## src/hw/rtl/differential_drive_command_shaper_top_defines.svh

```systemverilog
// ---------------------------------------------------------------------------
// Command shaper assertion macros
// Shared property wrappers for the command shaper checks.
// ---------------------------------------------------------------------------
`ifndef DIFFERENTIAL_DRIVE_COMMAND_SHAPER_TOP_DEFINES_SVH
`define DIFFERENTIAL_DRIVE_COMMAND_SHAPER_TOP_DEFINES_SVH

// Same-cycle implication, disabled during reset.
`define DDCS_ASSERT_NOW(label, clk, rst, ante, cons, msg) \
   label: assert property (@(posedge clk) disable iff (rst) (ante) |-> (cons)) \
      else $error(msg);

// Next-cycle implication, disabled during reset.
`define DDCS_ASSERT_NEXT(label, clk, rst, ante, cons, msg) \
   label: assert property (@(posedge clk) disable iff (rst) (ante) |=> (cons)) \
      else $error(msg);

`endif

```

## src/hw/rtl/ddcs_pkg.sv

```systemverilog
// ---------------------------------------------------------------------------
// Command shaper package
// Widths, register indexes, reset values and lane/merge config bundles.
// ---------------------------------------------------------------------------
package ddcs_pkg;

   localparam int CMD_WIDTH   = 16;
   localparam int REG_WIDTH   = 15;
   localparam int INDEX_WIDTH = 2;

   localparam logic [INDEX_WIDTH-1:0] CSR_MAX_COMMAND = 2'd0;
   localparam logic [INDEX_WIDTH-1:0] CSR_DEADBAND    = 2'd1;
   localparam logic [INDEX_WIDTH-1:0] CSR_DELTA_LIMIT = 2'd2;

   localparam logic [REG_WIDTH-1:0] MAX_COMMAND_RESET = 15'h7FFF;
   localparam logic [REG_WIDTH-1:0] DEADBAND_RESET    = 15'h0000;
   localparam logic [REG_WIDTH-1:0] DELTA_LIMIT_RESET = 15'h0000;

   typedef struct packed {
      logic [REG_WIDTH-1:0] max_command;
      logic [REG_WIDTH-1:0] deadband;
   } lane_cfg_type;

   typedef struct packed {
      logic [REG_WIDTH-1:0] max_command;
      logic [REG_WIDTH-1:0] delta_limit;
   } merge_cfg_type;

endpackage

```

## src/hw/rtl/ddcs_lane.sv

```systemverilog
// ---------------------------------------------------------------------------
// Command shaper lane
// Clamp one command to the symmetric bound, then apply the deadband bump.
// ---------------------------------------------------------------------------
module ddcs_lane (
   input  ddcs_pkg::lane_cfg_type              cfg,
   input  logic signed [ddcs_pkg::CMD_WIDTH-1:0] request,
   output logic signed [ddcs_pkg::CMD_WIDTH-1:0] shaped
);

   logic signed [ddcs_pkg::CMD_WIDTH:0] req_ext;
   logic signed [ddcs_pkg::CMD_WIDTH:0] bound;
   logic signed [ddcs_pkg::CMD_WIDTH:0] band;
   logic signed [ddcs_pkg::CMD_WIDTH:0] clamped;
   logic signed [ddcs_pkg::CMD_WIDTH:0] bumped;

   assign req_ext = {request[ddcs_pkg::CMD_WIDTH-1], request};
   assign bound   = signed'({2'b00, cfg.max_command});
   assign band    = signed'({2'b00, cfg.deadband});

   always_comb begin
      if (req_ext > bound) begin
         clamped = bound;
      end else if (req_ext < -bound) begin
         clamped = -bound;
      end else begin
         clamped = req_ext;
      end
   end

   // Raise small nonzero magnitudes to the deadband, keep the sign.
   always_comb begin
      if (clamped > 0 && clamped < band) begin
         bumped = band;
      end else if (clamped < 0 && clamped > -band) begin
         bumped = -band;
      end else begin
         bumped = clamped;
      end
   end

   assign shaped = bumped[ddcs_pkg::CMD_WIDTH-1:0];

endmodule

```

## src/hw/rtl/ddcs_merge.sv

```systemverilog
// ---------------------------------------------------------------------------
// Command shaper merge
// Limit the left/right spread, reclamp, and invert both for the driver.
// ---------------------------------------------------------------------------
module ddcs_merge (
   input  ddcs_pkg::merge_cfg_type               cfg,
   input  logic signed [ddcs_pkg::CMD_WIDTH-1:0] left_shaped,
   input  logic signed [ddcs_pkg::CMD_WIDTH-1:0] right_shaped,
   output logic signed [ddcs_pkg::CMD_WIDTH-1:0] left_drive,
   output logic signed [ddcs_pkg::CMD_WIDTH-1:0] right_drive
);

   localparam int W = ddcs_pkg::CMD_WIDTH + 1;

   logic signed [W-1:0] left_ext;
   logic signed [W-1:0] right_ext;
   logic signed [W-1:0] bound;
   logic signed [W-1:0] limit;
   logic signed [W-1:0] half;
   logic signed [W-1:0] delta;
   logic signed [W-1:0] sum;
   logic signed [W-1:0] sum_adj;
   logic signed [W-1:0] avg;
   logic signed [W-1:0] left_sel;
   logic signed [W-1:0] right_sel;
   logic signed [W-1:0] left_clip;
   logic signed [W-1:0] right_clip;
   logic signed [W-1:0] left_neg;
   logic signed [W-1:0] right_neg;
   logic                spread_hit;

   function automatic logic signed [W-1:0] clip(input logic signed [W-1:0] x,
                                                input logic signed [W-1:0] b);
      logic signed [W-1:0] r;
      if (x > b) begin
         r = b;
      end else if (x < -b) begin
         r = -b;
      end else begin
         r = x;
      end
      return r;
   endfunction

   assign left_ext  = {left_shaped[W-2], left_shaped};
   assign right_ext = {right_shaped[W-2], right_shaped};
   assign bound     = signed'({2'b00, cfg.max_command});
   assign limit     = signed'({2'b00, cfg.delta_limit});
   assign half      = signed'({3'b000, cfg.delta_limit[ddcs_pkg::REG_WIDTH-1:1]});

   assign delta = left_ext - right_ext;
   assign sum   = left_ext + right_ext;
   // Bias negative sums by one so the shift truncates toward zero.
   assign sum_adj = sum + signed'({{(W-1){1'b0}}, sum[W-1]});
   assign avg     = sum_adj >>> 1;

   assign spread_hit = (limit != 0) && (delta > limit || delta < -limit);

   always_comb begin
      if (!spread_hit) begin
         left_sel  = left_ext;
         right_sel = right_ext;
      end else if (delta > 0) begin
         left_sel  = avg + half;
         right_sel = avg - half;
      end else begin
         left_sel  = avg - half;
         right_sel = avg + half;
      end
   end

   // Reclamp only when the spread stage acted.
   assign left_clip  = spread_hit ? clip(left_sel, bound) : left_sel;
   assign right_clip = spread_hit ? clip(right_sel, bound) : right_sel;

   assign left_neg  = -left_clip;
   assign right_neg = -right_clip;

   assign left_drive  = left_neg[W-2:0];
   assign right_drive = right_neg[W-2:0];

endmodule

```

## src/hw/rtl/differential_drive_command_shaper_top.sv

```systemverilog
// ---------------------------------------------------------------------------
// Differential drive command shaper
// Two-lane shaping pipeline for left/right motor command pairs.
// ---------------------------------------------------------------------------
// Takes one item (a signed left/right command pair) per clock unless stalled
// and returns one shaped pair, sign-inverted for the motor driver, from the
// output register. Sustained rate is one item per cycle; the two pipeline
// registers (lane register, output register) set the latency, and rsp_stall backs up
// through req_stall only when both stages hold items. Two identical lanes
// clamp each command to +/- max_command and bump small nonzero values up to
// the deadband; the merge stage then sets the pair to its average +/- half of
// delta_limit when the spread exceeds delta_limit (zero disables it),
// reclamps, and negates. Write csr_* only while no item is in flight.
// ---------------------------------------------------------------------------
`include "differential_drive_command_shaper_top_defines.svh"

module differential_drive_command_shaper_top (
   input  logic                                   clock,
   input  logic                                   reset,

   input  logic                                   req_valid,
   output logic                                   req_stall,
   input  logic signed [ddcs_pkg::CMD_WIDTH-1:0]  req_left_request,
   input  logic signed [ddcs_pkg::CMD_WIDTH-1:0]  req_right_request,

   output logic                                   rsp_valid,
   input  logic                                   rsp_stall,
   output logic signed [ddcs_pkg::CMD_WIDTH-1:0]  rsp_left_drive,
   output logic signed [ddcs_pkg::CMD_WIDTH-1:0]  rsp_right_drive,

   input  logic                                   csr_wr_en,
   input  logic [ddcs_pkg::INDEX_WIDTH-1:0]       csr_index,
   input  logic [ddcs_pkg::REG_WIDTH-1:0]         csr_wdata
);

   // Configuration registers
   logic [ddcs_pkg::REG_WIDTH-1:0] max_command_ff;
   logic [ddcs_pkg::REG_WIDTH-1:0] deadband_ff;
   logic [ddcs_pkg::REG_WIDTH-1:0] delta_limit_ff;

   always_ff @(posedge clock) begin
      if (reset) begin
         max_command_ff <= ddcs_pkg::MAX_COMMAND_RESET;
         deadband_ff    <= ddcs_pkg::DEADBAND_RESET;
         delta_limit_ff <= ddcs_pkg::DELTA_LIMIT_RESET;
      end else if (csr_wr_en) begin
         case (csr_index)
            ddcs_pkg::CSR_MAX_COMMAND: max_command_ff <= csr_wdata;
            ddcs_pkg::CSR_DEADBAND:    deadband_ff    <= csr_wdata;
            ddcs_pkg::CSR_DELTA_LIMIT: delta_limit_ff <= csr_wdata;
            default: ;  // drop writes to unmapped indexes
         endcase
      end
   end

   ddcs_pkg::lane_cfg_type  lane_cfg;
   ddcs_pkg::merge_cfg_type merge_cfg;

   assign lane_cfg.max_command  = max_command_ff;
   assign lane_cfg.deadband     = deadband_ff;
   assign merge_cfg.max_command = max_command_ff;
   assign merge_cfg.delta_limit = delta_limit_ff;

   // Flow control: a stage advances when it is empty or its successor moves.
   logic lane_valid_ff, lane_valid_in;
   logic out_valid_ff, out_valid_in;
   logic out_adv;
   logic lane_adv;
   logic req_take;

   assign out_adv   = !out_valid_ff || !rsp_stall;
   assign lane_adv  = !lane_valid_ff || out_adv;
   assign req_stall = !lane_adv;
   assign req_take  = req_valid && lane_adv;

   assign lane_valid_in = lane_adv ? req_valid     : lane_valid_ff;
   assign out_valid_in  = out_adv  ? lane_valid_ff : out_valid_ff;

   always_ff @(posedge clock) begin
      if (reset) begin
         lane_valid_ff <= 1'b0;
         out_valid_ff  <= 1'b0;
      end else begin
         lane_valid_ff <= lane_valid_in;
         out_valid_ff  <= out_valid_in;
      end
   end

   // Lanes: clamp and deadband, one per motor.
   logic signed [ddcs_pkg::CMD_WIDTH-1:0] left_lane;
   logic signed [ddcs_pkg::CMD_WIDTH-1:0] right_lane;
   logic signed [ddcs_pkg::CMD_WIDTH-1:0] left_lane_ff;
   logic signed [ddcs_pkg::CMD_WIDTH-1:0] right_lane_ff;

   ddcs_lane u_lane_left (
      .cfg     (lane_cfg),
      .request (req_left_request),
      .shaped  (left_lane)
   );

   ddcs_lane u_lane_right (
      .cfg     (lane_cfg),
      .request (req_right_request),
      .shaped  (right_lane)
   );

   // Hold lane results while the output stage is blocked.
   always_ff @(posedge clock) begin
      if (req_take) begin
         left_lane_ff  <= left_lane;
         right_lane_ff <= right_lane;
      end
   end

   // Merge: spread limit, reclamp, invert.
   logic signed [ddcs_pkg::CMD_WIDTH-1:0] left_merged;
   logic signed [ddcs_pkg::CMD_WIDTH-1:0] right_merged;
   logic signed [ddcs_pkg::CMD_WIDTH-1:0] left_drive_ff;
   logic signed [ddcs_pkg::CMD_WIDTH-1:0] right_drive_ff;

   ddcs_merge u_merge (
      .cfg          (merge_cfg),
      .left_shaped  (left_lane_ff),
      .right_shaped (right_lane_ff),
      .left_drive   (left_merged),
      .right_drive  (right_merged)
   );

   // Advance the output register only when a lane item moves in.
   always_ff @(posedge clock) begin
      if (out_adv && lane_valid_ff) begin
         left_drive_ff  <= left_merged;
         right_drive_ff <= right_merged;
      end
   end

   assign rsp_valid       = out_valid_ff;
   assign rsp_left_drive  = left_drive_ff;
   assign rsp_right_drive = right_drive_ff;

   // Every output stays within the symmetric range; the most negative code
   // would mean a clamp was skipped.
   `DDCS_ASSERT_NOW(a_drive_range, clock, reset, rsp_valid,
      (rsp_left_drive != 16'sh8000) && (rsp_right_drive != 16'sh8000),
      "drive output left the symmetric range")

   // An accepted item always lands in the lane register.
   `DDCS_ASSERT_NEXT(a_take_lands, clock, reset, req_valid && !req_stall,
      lane_valid_ff, "accepted item missing from lane stage")

   // A lane item blocked by a stalled output is kept, not lost.
   `DDCS_ASSERT_NEXT(a_lane_held, clock, reset, lane_valid_ff && !out_adv,
      lane_valid_ff && out_valid_ff, "lane item dropped under stall")

endmodule
```

## config.mk

```make
export PLATFORM = sky130hd
export DESIGN_NAME = differential_drive_command_shaper_top
export DESIGN_NICKNAME = d
export VERILOG_FILES = /design/src/hw/rtl/ddcs_pkg.sv /design/src/hw/rtl/ddcs_lane.sv /design/src/hw/rtl/ddcs_merge.sv /design/src/hw/rtl/differential_drive_command_shaper_top.sv
export VERILOG_INCLUDE_DIRS = /design/src /design/src/hw/rtl
export SDC_FILE = /design/constraint.sdc
export NUM_CORES = 1
export LEC_CHECK = 0
export BUFFER_PORTS_ARGS = -buffer_cell sky130_fd_sc_hd__buf_2
export CAP_MARGIN = 20
export CELL_PAD_IN_SITES_DETAIL_PLACEMENT = 0
export CELL_PAD_IN_SITES_GLOBAL_PLACEMENT = 1
export CORE_MARGIN = 3
export CORE_UTILIZATION = 30
export CTS_CLUSTER_SIZE = 12
export DETAILED_ROUTE_END_ITERATION = 10
export GPL_ROUTABILITY_DRIVEN = 0
export PLACE_DENSITY_LB_ADDON = 0.12
export SYNTH_ARGS = -nofsm -noshare
export SYNTH_HDL_FRONTEND = slang
export SYNTH_SLANG_ARGS = --single-unit
export TNS_END_PERCENT = 1
```

## constraint.sdc

```tcl
create_clock -name clock -period 22.2 [get_ports clock]
set_input_delay 1.11 -clock clock [delete_from_list [all_inputs] [get_ports clock]]
set_output_delay 1.11 -clock clock [all_outputs]
set_load 0.02 [all_outputs]
```

==> flow_metrics.py <==
metrics = {
    "run_status": {
        "status": "finished, final reports clean",
    },
    "synth": {
        "yosysWarnings": 0,
        "synth_top_flop_cell": "edfxtp_1",
        "ys_ff_latch": 111,
        "syn_inst": 2237,
        "synth_edf_count": 64,
        "synth_top_area_share_pct": 19.96,
        "synth.area.top_cells": "ha_1 20%, edfxtp_1 11%, dfxtp_1 5.3%",
        "synth_top_cells_by_count": "281 x ha_1, 182 x a21oi_1, 177 x nand2_1",
        "synth_cell_types": 99,
        "async_flop_share_pct": 0,
        "syn-cell-area_mm2": 0.01761,
        "yosysMostFrequentCell": "ha_1",
        "synth_top_area_cell": "ha_1",
        "avgSynthCellArea_um2": 7.873,
        "seq_area_frac_synth_pct": 16.25,
        "syn_nets": 2576,
    },
    "floorplan": {
        "die_x_um": 248.3,
        "io_pins": 88,
        "rows": 88,
        "core_area_mm2": 0.05792,
        "fp.dieH_um": 248.3,
        "initial_utilization_pct": 30.41,
        "dieArea_mm2": 0.06165,
    },
    "setup_path": {
        "crit_top_cell": "ha_1",
        "cp_num_cells": 40,
        "cp.required_ps": 22320,
        "reg2reg_depth": 40,
        "crit_path_max_fanout": 20,
        "critPathBufInv": 1,
        "r2r_end": "rsp_right_drive[10]",
        "cp_top_family": "simple AND/OR/NAND/NOR gates",
        "regToRegStartpoint": "left_lane_ff[0]",
        "ff2ff_setup_slack_ps": 10620,
        "cp-start-kind": "register",
        "crit_start": "left_lane_ff[0]",
        "end_kind": "register",
        "slowest_stage": "o22ai_1",
        "cpPeakStageDelay_ps": 660,
        "path_class": "reg -> reg",
        "cp_data_arrival_time_ps": 11690,
        "cp-endpoint": "rsp_right_drive[10]",
    },
    "routing": {
        "antenna_left": 0,
        "drcViolationCount": 0,
        "viasPerCell": 5.753,
        "num_vias": 17408,
        "first_iter_violations": 1744,
        "dr.pass1.iters": 6,
        "totalWireLength_um": 79250,
        "detail_route.wl_per_cell_um": 26.19,
    },
    "placed_design": {
        "hpwl_um": 64930,
        "io_buffer_count": 87,
        "post-place-ws_ps": 10860,
    },
    "grt": {
        "grt_pass1_vias": 16294,
        "grt_pass1_wl_um": 113500,
        "antenna_found_initial": 1,
        "grt_overflow_total": 0,
        "grt_max_degree": 60,
        "grt_usage_pct": 25.30,
    },
    "sta": {
        "final-setup-viol-count": 0,
        "setup_tns_ps": 0,
        "worstMarginPinSlew_ps": 1115,
        "timing.slew.headroom_pct": 24.88,
        "period_minus_slack_ps": 11580,
        "rsz0062_at_grt": "false",
        "clock.fmax_ghz": 0.08639,
        "setup_slack_ps": 10620,
        "finalHoldViolCount": 0,
        "slew_violations": 0,
        "finClkSkew_ps": 22.57,
        "hold_slack_ps": 499.2,
        "fin_crit_sh_pct": 52.14,
    },
    "finish": {
        "utilization_pct": 32.96,
        "antenna_cells": 0,
        "layout.nets": 2595,
        "drive_above_1_share_pct": 11.10,
        "area_growth_pct": 8.383,
    },
    "clock_tree": {
        "ctsHoldBuffers": 0,
        "htreeDepth": 3,
        "cts_root_buffer": "clkbuf_16",
        "cts_buffers": 9,
        "cts_tree": "yes",
        "clkTransAtPathRegs_ps": 100,
        "cts_resized": 0,
        "cts.sinks": 111,
        "clockBufferDepth": 2,
        "cts_setup_buffers": 0,
        "insertion_delay_ps": 400,
    },
    "run": {
        "cap_violations": 0,
    },
    "hold_path": {
        "hp-class": "reg -> reg",
    },
}
[metal layers]
layer  vias up  part of all wire (%)  track usage, %
met1      8412                    45           34.48
met2       608                    45           40.96
li1       8291                     -               -
met5         -                     0               0
met3        97                   6.3           4.026
met4         0                   3.2           7.833
[through the flow]
stage | cells | instance area [um^2]
final | 3026 | 19090
after global routing | 3026 | 19090
after CTS | 3024 | 19080
after detailed placement | 3008 | 18770
after global placement | 3008 | 18770
after floorplan | 2237 | 17610
[sequential cells by signal, summed over array words and instances, names as in the netlist]
register         flops
left_lane_ff        16
lane_valid_ff        1
right_lane_ff       16
rsp_valid            1
delta_limit_ff      15
deadband_ff         15
rsp_right_drive     16
max_command_ff      15
rsp_left_drive      16
[worst register-to-register path, delay by kind of cell, from the launching register on]
kind / cells / cell delay (ps)
AOI/OAI and AO/OA: 15 / 3820
xor gates and xnor gates: 1 / 250
adders and majority gates: 6 / 1810
buffers and inverters: 1 / 590
DFF: 1 / 450
muxes: 1 / 440
and+or+nand+nor: 16 / 3920
[worst min path at each step]
| stage | startpoint | endpoint | slack, ps | cells past startpoint |
|---|---|---|---|---|
| 3_5_place_dp | deadband_ff[3] | deadband_ff[3] | 490 | 2 |
| 4_1_cts | deadband_ff[3] | deadband_ff[3] | 500 | 2 |
| 6_report | deadband_ff[3] | deadband_ff[3] | 500 | 2 |
| 5_1_grt | deadband_ff[3] | deadband_ff[3] | 550 | 2 |
| 3_3_place_gp | deadband_ff[3] | deadband_ff[3] | 480 | 2 |
| 2_1_floorplan | lane_valid_ff | rsp_valid | 440 | 2 |
[cells in the final DEF, fill, tap and decap left out, types with 7 or more instances in the layout]
master     Yosys  routed
o2111ai_1      8       8
clkbuf_16      0       9
o21bai_1       9       9
nor3_1        58      58
mux2i_1       48      48
xnor2_1       92      92
a21oi_1      182     182
o21ai_0      116     115
buf_2         17      87
nand4_1       34      34
nor2_1       172     171
a211oi_1      23      22
ha_1         281     281
a2111oi_0      8       7
o211ai_1      19      19
nand2b_1      28      28
o22a_1        20      20
a21o_1        35      35
o31ai_1       12      12
nor2b_1       43      41
dfxtp_1       47      47
nand3_1       53      53
o21ai_2        4       7
xor2_1        29      29
a311o_1        7       7
nand2_1      177     177
and3_1        18      18
nor4_1        26      26
and2_1         8       8
a31oi_1       28      28
or3_1         11      11
o21a_1        76      76
buf_4          6      27
a211o_1       29      29
mux2_2        43      43
o22ai_1       18      18
edfxtp_1      64      64
or2_2         11      12
inv_1        145     145
[cells by family (layout without fill, tap and decap cells)]
kind of cell,count (synthesis),after routing,synth area share [%]
buffers and inverters,256,280,5.925
multiplexers,91,91,5.477
XOR/XNOR,122,122,6.110
flip-flops,111,111,16.25
AO/OA/AOI/OAI,679,679,26.04
AND/OR/NAND/NOR,693,693,19.77
adder cells (fa/ha/maj),285,285,20.42
[final cells by class]
class | instances | area, um^2
clock buffers | 9 | 225.2
clock inverters | 7 | 82.58
fillers | 6240 | 38830
inverters | 148 | 555.5
multi-input cells | 1870 | 13760
flip-flops and latches | 111 | 2863
well taps | 765 | 957.2
repair buffers | 116 | 648.1
Power is not shown: default switching activity piles up to over one toggle a cycle in this logic, so the estimate is an artifact.
